## src/rtl/sid_pkg.sv

```systemverilog
// ----------------------------------------------------------------------------
// sid_pkg
// Shared constants for the 2D segment intersection block.
// ----------------------------------------------------------------------------
package sid_pkg;

  localparam int SID_COORD_WIDTH = 16;
  localparam int SID_FRAC_BITS   = 8;
  localparam int SID_QUEUE_DEPTH = 4;

  localparam int              TOL_WIDTH = 16;
  localparam logic [TOL_WIDTH-1:0] TOL_RESET = 16'd1;

endpackage

```

## src/rtl/sid_queue.sv

```systemverilog
// ----------------------------------------------------------------------------
// sid_queue
// Small register queue between the classify and divide pipelines.
// ----------------------------------------------------------------------------
module sid_queue import sid_pkg::*; #(
  parameter int WIDTH = 8,
  parameter int DEPTH = SID_QUEUE_DEPTH
) (
  input  logic             clk,
  input  logic             rst,
  input  logic             in_valid,
  output logic             in_ready,
  input  logic [WIDTH-1:0] in_item,
  output logic             out_valid,
  input  logic             out_ready,
  output logic [WIDTH-1:0] out_item
);

  localparam int PTRW = (DEPTH > 1) ? $clog2(DEPTH) : 1;
  localparam int CNTW = $clog2(DEPTH + 1);

  logic [WIDTH-1:0] slots [DEPTH];
  logic [PTRW-1:0]  wptr, rptr;
  logic [CNTW-1:0]  count;
  logic             push, pop;

  assign in_ready  = count != CNTW'(DEPTH);
  assign out_valid = count != '0;
  assign out_item  = slots[rptr];
  assign push      = in_valid && in_ready;
  assign pop       = out_valid && out_ready;

  always_ff @(posedge clk) begin
    if (rst) begin
      wptr  <= '0;
      rptr  <= '0;
      count <= '0;
    end else begin
      if (push) wptr <= (wptr == PTRW'(DEPTH - 1)) ? '0 : wptr + 1'b1;
      if (pop)  rptr <= (rptr == PTRW'(DEPTH - 1)) ? '0 : rptr + 1'b1;
      if (push && !pop)      count <= count + 1'b1;
      else if (pop && !push) count <= count - 1'b1;
    end
  end

  always_ff @(posedge clk) begin
    if (push) slots[wptr] <= in_item;
  end

  a_count_bound: assert property (@(posedge clk) disable iff (rst)
    count <= CNTW'(DEPTH)) else $error("queue count beyond depth");

  a_push_only: assert property (@(posedge clk) disable iff (rst)
    (push && !pop) |=> count == $past(count) + 1'b1) else $error("push lost");

  a_pop_only: assert property (@(posedge clk) disable iff (rst)
    (pop && !push) |=> count == $past(count) - 1'b1) else $error("pop lost");

endmodule

```

## config.mk

```make
export PLATFORM = sky130hd
export DESIGN_NAME = sid_queue
export DESIGN_NICKNAME = d
export VERILOG_FILES = /design/src/rtl/sid_pkg.sv /design/src/rtl/sid_queue.sv
export SDC_FILE = /design/constraint.sdc
export NUM_CORES = 1
export LEC_CHECK = 0
export CAP_MARGIN = 25
export CORE_MARGIN = 2
export CORE_UTILIZATION = 65
export DETAILED_ROUTE_END_ITERATION = 7
export DONT_BUFFER_PORTS = 1
export PLACE_DENSITY = 0.81
export SLEW_MARGIN = 20
export SYNTH_ARGS = -nofsm -noshare
export SYNTH_HDL_FRONTEND = slang
export SYNTH_SLANG_ARGS = --single-unit
```

## constraint.sdc

```tcl
create_clock -name clk -period 4.75 [get_ports clk]
set_input_delay 0.475 -clock clk [delete_from_list [all_inputs] [get_ports clk]]
set_output_delay 0.475 -clock clk [all_outputs]
set_load 0.05 [all_outputs]
```

==> results of run 1 <==
per-layer routing:
layer	GRT usage (%)	up-vias	part of all wire (%)
met4	16.3	0	3.4
met3	7.22	8	6.5
met1	20.2	363	35
met2	30.9	22	55
li1	-	351	-
met5	0	-	0
cell families after synthesis:
family / share of synthesized area [%]
adders and majority gates: 5.82
DFF: 69.8
and+or+nand+nor: 6.51
xor gates and xnor gates: 1.07
buffers and inverters: 1.76
AOI/OAI and AO/OA: 2.14
muxes: 12.9
power breakdown:
group	internal (mW)	leakage (nW)	switching (mW)
Combinational	0.105	0.195	0.217
Clock	0.104	0.0470	0.107
Sequential	0.441	0.367	0.0431
Total	0.650	0.609	0.367
area by class of cell:
cell class	count	share of cell area, %
Sequential cell	41	65.7
Multi-Input combinational cell	42	26.7
Clock buffer	7	4.39
Tap cell	30	2.16
Inverter	3	0.648
Clock inverter	1	0.360
worst register-to-register path, delay by kind of cell, from the launching register on:
family	cells	cell delay (ns)
AND/OR/NAND/NOR	3	1.24
buffers and inverters	1	0.06
flip-flops	1	0.44
XOR/XNOR	1	0.16
adder cells (fa/ha/maj)	2	0.56
AO/OA/AOI/OAI	1	0.15
cell usage after synthesis:
library cell  count
edfxtp_1         32
dfxtp_1           9
mux4_2            8
ha_1              6
and3_2            4
inv_1             3
mux2i_1           3
nor2_1            3
a21oi_1           2
nand2b_1          2
or3_2             2
xor2_1            2
and2_4            1
buf_1             1
buf_2             1
clkbuf_1          1
clkbuf_2          1
fa_1              1
nand2_1           1
nand3_1           1
nor3_1            1
o21ai_0           1
o31ai_1           1
o31ai_2           1
or3_1             1
or3b_1            1
worst max path at each step:
| stage | slack (ns) | end |
|---|---|---|
| after global routing | 1.96 | count[2] |
| final | 2.09 | count[2] |
| after CTS | 2.08 | count[2] |
| after detailed placement | 2.11 | count[2] |
| after floorplan | 2.39 | count[2] |
| after global placement | 2.21 | count[2] |
stage by stage:
stage | area, µm² | utilization (%)
floorplan | 1630 | -
global placement | 1650 | 68.0
detailed placement | 1650 | 68.0
CTS | 1740 | 71.4
global route | 1740 | 71.4
finish | 1740 | 71.4
flip-flops by register name (all words and copies together) (netlist names), named ones only:
register / count
count: 3
rptr: 2
slots: 32
wptr: 2
==> results.py, run 1 <==
metrics = {
    "layout": {
        "final_cell_mix": "32 x edfxtp_1, 9 x dfxtp_1, 8 x mux4_2",
        "layout_commonest_cell": "edfxtp_1",
        "final_cell_count_no_fill": 124,
        "multi_input_area_um2": 464,
        "regArea_um2": 1140,
        "nNetsFinal": 112,
        "syn_to_final_growth_pct": 6.28,
        "n_antenna_cell": 0,
        "drive_above_1_share_pct": 25.5,
        "fill_cells": 151,
    },
    "place": {
        "placement.io_buffers": 0,
        "place_inst": 116,
        "place_ws_ns": 2.11,
        "place_congestion": 0.717,
        "hpwl_um": 1620,
    },
    "sta": {
        "fin_skew_ns": 0.00869,
        "setup_violations": 0,
        "fin_tns_setup_ns": 0,
        "finalCriticalPeriod_ns": 2.66,
        "relSlewSlack_pct": 58.6,
        "period_share_pct": 55.9,
        "max_freq_ghz": 0.376,
        "hold_viol_final": 0,
        "rsz0062_at_grt": "false",
        "holdWs_ns": 0.176,
        "worst_slew_pin_slew_ns": 0.621,
        "slew_viol_final": 0,
        "setup_ws_ns": 2.09,
    },
    "logic_synthesis": {
        "seq_area_frac_synth_pct": 69.8,
        "syn-instance-count": 90,
        "yosys.area.top_type": "edfxtp_1",
        "synth_top_area_share_pct": 58.8,
        "synthTopCellsByArea": "edfxtp_1 59%, dfxtp_1 11%, mux4_2 11%",
        "syn_area_um2": 1630,
        "synth.distinct_cells": 26,
        "syn_nets": 109,
        "synth-seq-cells": 41,
        "avgSynthCellArea_um2": 18.2,
        "ys.warnings.count": 0,
    },
    "route": {
        "totalWireLength_um": 2250,
        "wire_per_inst_um": 18.1,
        "final_antenna_net_count": 0,
        "vias_per_cell": 6.00,
        "drt-initial-drc-count": 9,
        "drc_errors": 0,
        "vias": 744,
        "dr.pass1.iters": 4,
    },
    "critical_path": {
        "rr_endpoint": "count[2]",
        "crit_buf_inv": 1,
        "critPathKind": "register to register",
        "crit_arrival_ns": 2.94,
        "critPathLaunch": "count[0]",
        "critPathMaxStageDelay_ns": 0.55,
        "cp.required_ns": 5.04,
        "endpoint_kind": "register",
        "crit_chain": "or3b_1 > and2_4 > ha_1 > inv_1 > fa_1 > xor2_1 > or3_2 > a21oi_1",
        "reg2reg_depth": 8,
        "crit_family": "simple AND/OR/NAND/NOR gates",
        "critical_path_depth": 8,
        "cp_max_fo": 7,
        "r2r_slack_ns": 2.09,
        "worstSetupStartpointType": "register",
        "reg2reg_from": "count[0]",
        "slowest_stage": "or3b_1",
    },
    "worst_hold_path": {
        "hold_class": "primary input to register",
        "whs_path_depth": 1,
        "worstHoldStart": "rst",
        "min_to": "count[0]",
    },
    "clock_tree": {
        "insertion_delay_ns": 0.35,
        "root_buffer": "clkbuf_4",
        "post_cts_buffers": 0,
        "cts_buffers": 5,
        "clkSinkCount": 41,
        "clockBufferDepth": 2,
        "clkTransAtPathRegs_ns": 0.11,
        "cts_tree": "done",
        "h-tree-depth": 2,
        "cts_resized": 0,
        "cts_hold_buf": 0,
    },
    "grt": {
        "antenna_found_initial": 0,
        "grt-ovfl-total": 0,
        "grt_pass1_vias": 758,
        "track_usage_pct": 19.4,
        "grt_max_degree": 14,
        "grt_pass1_wl_um": 3500,
    },
    "outcome": {
        "status": "completed",
    },
    "floorplanning": {
        "fp.dieH_um": 54.1,
        "initial_utilization_pct": 67.2,
        "io_pins": 22,
        "die_area_um2": 2930,
        "fp-row-count": 18,
        "coreArea_um2": 2430,
        "fp.dieW_um": 54.1,
    },
    "pwr": {
        "finalPower_mw": 1.02,
        "power.density_nw_per_um2": 586,
        "peakVddDrop_v": 0.000384,
        "cellLeakagePower_nw": 0.609,
    },
    "run": {
        "drv_cap": 0,
    },
}
Power figures use the tool's default switching activity.
==> inputs of run 2 (changes only) <==
--- a/config.mk
+++ b/config.mk
@@ -5,12 +5,13 @@
 export SDC_FILE = /design/constraint.sdc
 export NUM_CORES = 1
 export LEC_CHECK = 0
+export ABC_AREA = 1
 export CAP_MARGIN = 25
 export CORE_MARGIN = 2
-export CORE_UTILIZATION = 65
+export CORE_UTILIZATION = 61
 export DETAILED_ROUTE_END_ITERATION = 7
 export DONT_BUFFER_PORTS = 1
-export PLACE_DENSITY = 0.81
+export PLACE_DENSITY = 0.77
 export SLEW_MARGIN = 20
 export SYNTH_ARGS = -nofsm -noshare
 export SYNTH_HDL_FRONTEND = slang
==> constraint.sdc (replaced) <==
create_clock -name clk -period 2.5 [get_ports clk]
set_input_delay 0.25 -clock clk [delete_from_list [all_inputs] [get_ports clk]]
set_output_delay 0.25 -clock clk [all_outputs]
set_load 0.05 [all_outputs]
==> run 2 against run 1 <==
Final cell count grew 65%. Count of clock-buffer cells in the layout unchanged. Sequential cell count did not move. First-iteration DRC count grew to 5.9 times the previous value. Register-to-register slack worse by 1.7 ns. Clock skew rose by 0.0083 ns. Via count is 46% higher. Setup slack worse by 1.7 ns. Non-clock buffer count is 22 higher. Final area grew 12%. Synthesized area is 3.8% higher. Critical endpoint is now count[1]. Largest cell class unchanged.
==> results.py, run 2 <==
metrics = {
    "outcome": {
        "status": "completed",
    },
    "critical_path": {
        "reg2reg_from": "count[1]",
        "r2r_slack_ns": 0.42,
        "reg2reg_depth": 9,
        "endpoint_kind": "register",
        "rr_endpoint": "count[1]",
        "cp.required_ns": 2.73,
        "worstSetupStartpointType": "register",
        "slowest_stage": "fa_1",
        "critPathMaxStageDelay_ns": 0.42,
        "crit_arrival_ns": 2.31,
        "cp_max_fo": 7,
        "crit_chain": "nor2_2 > nand2_2 > nand2_2 > inv_1 > ha_1 > inv_1 > fa_1 > o21ai_0 > nor2_1",
        "critPathKind": "register to register",
    },
    "route": {
        "dr.pass1.iters": 4,
        "vias": 1086,
        "final_antenna_net_count": 0,
        "drt-initial-drc-count": 53,
        "wire_per_inst_um": 14.3,
        "vias_per_cell": 5.32,
        "totalWireLength_um": 2910,
        "drc_errors": 0,
    },
    "sta": {
        "relSlewSlack_pct": 78.5,
        "rsz0062_at_grt": "false",
        "finalCriticalPeriod_ns": 2.08,
        "max_freq_ghz": 0.480,
        "worst_slew_pin_slew_ns": 0.323,
        "holdWs_ns": 0.106,
        "slew_viol_final": 0,
        "setup_violations": 0,
        "setup_ws_ns": 0.418,
        "period_share_pct": 83.3,
        "fin_skew_ns": 0.0170,
        "hold_viol_final": 0,
        "fin_tns_setup_ns": 0,
    },
    "logic_synthesis": {
        "ys.warnings.count": 0,
        "synth_top_area_share_pct": 56.6,
        "synth_common_cells": "32 x edfxtp_1, 32 x nor2_1, 15 x inv_1",
        "synth.distinct_cells": 20,
        "syn_area_um2": 1700,
        "avgSynthCellArea_um2": 11.7,
        "syn-instance-count": 145,
        "synth-seq-cells": 41,
        "ys_async_sr_fraction_pct": 0,
        "yosys.area.top_type": "edfxtp_1",
        "synthTopCellsByArea": "edfxtp_1 57%, dfxtp_1 11%, nor2_1 7.1%",
        "seq_area_frac_synth_pct": 67.3,
        "syn_nets": 164,
        "synth-edff-count": 32,
        "ys.flop_type": "edfxtp_1",
    },
    "clock_tree": {
        "cts_resized": 0,
        "clkSinkCount": 41,
        "clockBufferDepth": 2,
        "clkTransAtPathRegs_ns": 0.10,
        "cts_tree": "done",
        "h-tree-depth": 2,
        "insertion_delay_ns": 0.34,
        "cts_hold_buf": 8,
        "post_cts_buffers": 0,
        "cts_buffers": 5,
        "root_buffer": "clkbuf_4",
    },
    "floorplanning": {
        "initial_utilization_pct": 62.6,
        "fp.dieH_um": 56.7,
        "io_pins": 22,
        "coreArea_um2": 2710,
        "fp-row-count": 19,
        "fp.dieW_um": 56.7,
        "die_area_um2": 3220,
    },
    "grt": {
        "grt_max_degree": 17,
        "antenna_found_initial": 0,
        "grt-ovfl-total": 0,
        "grt_pass1_wl_um": 4940,
        "grt_pass1_vias": 1113,
        "track_usage_pct": 20.6,
    },
    "place": {
        "hpwl_um": 2100,
        "place_inst": 187,
        "place_ws_ns": 0.419,
        "place_congestion": 0.729,
        "placement.io_buffers": 0,
        "placed_area_um2": 1810,
    },
    "layout": {
        "fin_util_pct": 71.9,
        "final_cell_count_no_fill": 204,
        "final_cell_mix": "32 x nor2_1, 32 x edfxtp_1, 15 x inv_1",
        "n_antenna_cell": 0,
        "syn_to_final_growth_pct": 14.9,
        "multi_input_area_um2": 473,
        "final_area_um2": 1950,
        "top_regs": "slots x32, count x3",
        "largest_reg_flops": 32,
        "largest-register": "slots",
        "regArea_um2": 1140,
        "drive_above_1_share_pct": 15.0,
        "fill_cells": 196,
        "nNetsFinal": 191,
    },
    "worst_hold_path": {
        "hold_class": "primary input to register",
        "min_to": "wptr[1]",
        "worstHoldStart": "in_valid",
        "whs_path_depth": 2,
    },
    "pwr": {
        "finalPower_mw": 2.19,
        "cellLeakagePower_nw": 0.764,
        "power.density_nw_per_um2": 1120,
        "peakVddDrop_v": 0.000821,
    },
    "run": {
        "drv_cap": 0,
    },
}
## run 2: report_power, final
group	switching, mW	internal, mW
combinational	0.671	0.292
sequential	0.0828	0.844
clock	0.191	0.108
total	0.944	1.24
## run 2: layer usage
metal	global-route usage [%]	part of all wire [%]
met1	23.7	41
met2	36.0	54
met3	6.68	4.4
met4	6.98	1.1
met5	0	0
## run 2: cell type report
cell class                 count  share of cell area [%]
sequential                    41                    58.5
multi-input combinational     86                    24.3
clock inverter                 1                   0.193
clock buffer                   7                    2.31
inverter                      16                    3.08
timing repair buffer          22                    9.63
tap                           31                    1.99
## run 2: logic make-up after synthesis
logic type      Yosys count  synth area share, %
compound gates           27                 9.22
xor+xnor                  1                0.516
fa+ha+maj                 7                 5.60
buf+inv                  18                 4.87
flops                    41                 67.3
simple gates             51                 12.5
## run 2: critical path: cells and delay by family (launching register included)
kind / cells / cell delay (ns)
simple gates: 4 / 0.67
fa+ha+maj: 2 / 0.62
flops: 1 / 0.37
buf+inv: 2 / 0.16
compound gates: 1 / 0.16
## run 2: worst max path at each step
stage	from	end	slack (ns)	cells past startpoint
6_report	count[1]	count[1]	0.42	9
2_1_floorplan	count[1]	count[1]	0.60	9
4_1_cts	count[1]	count[1]	0.41	9
5_1_grt	count[1]	count[2]	0.26	13
3_3_place_gp	count[1]	count[1]	0.53	9
3_5_place_dp	count[1]	count[1]	0.42	9
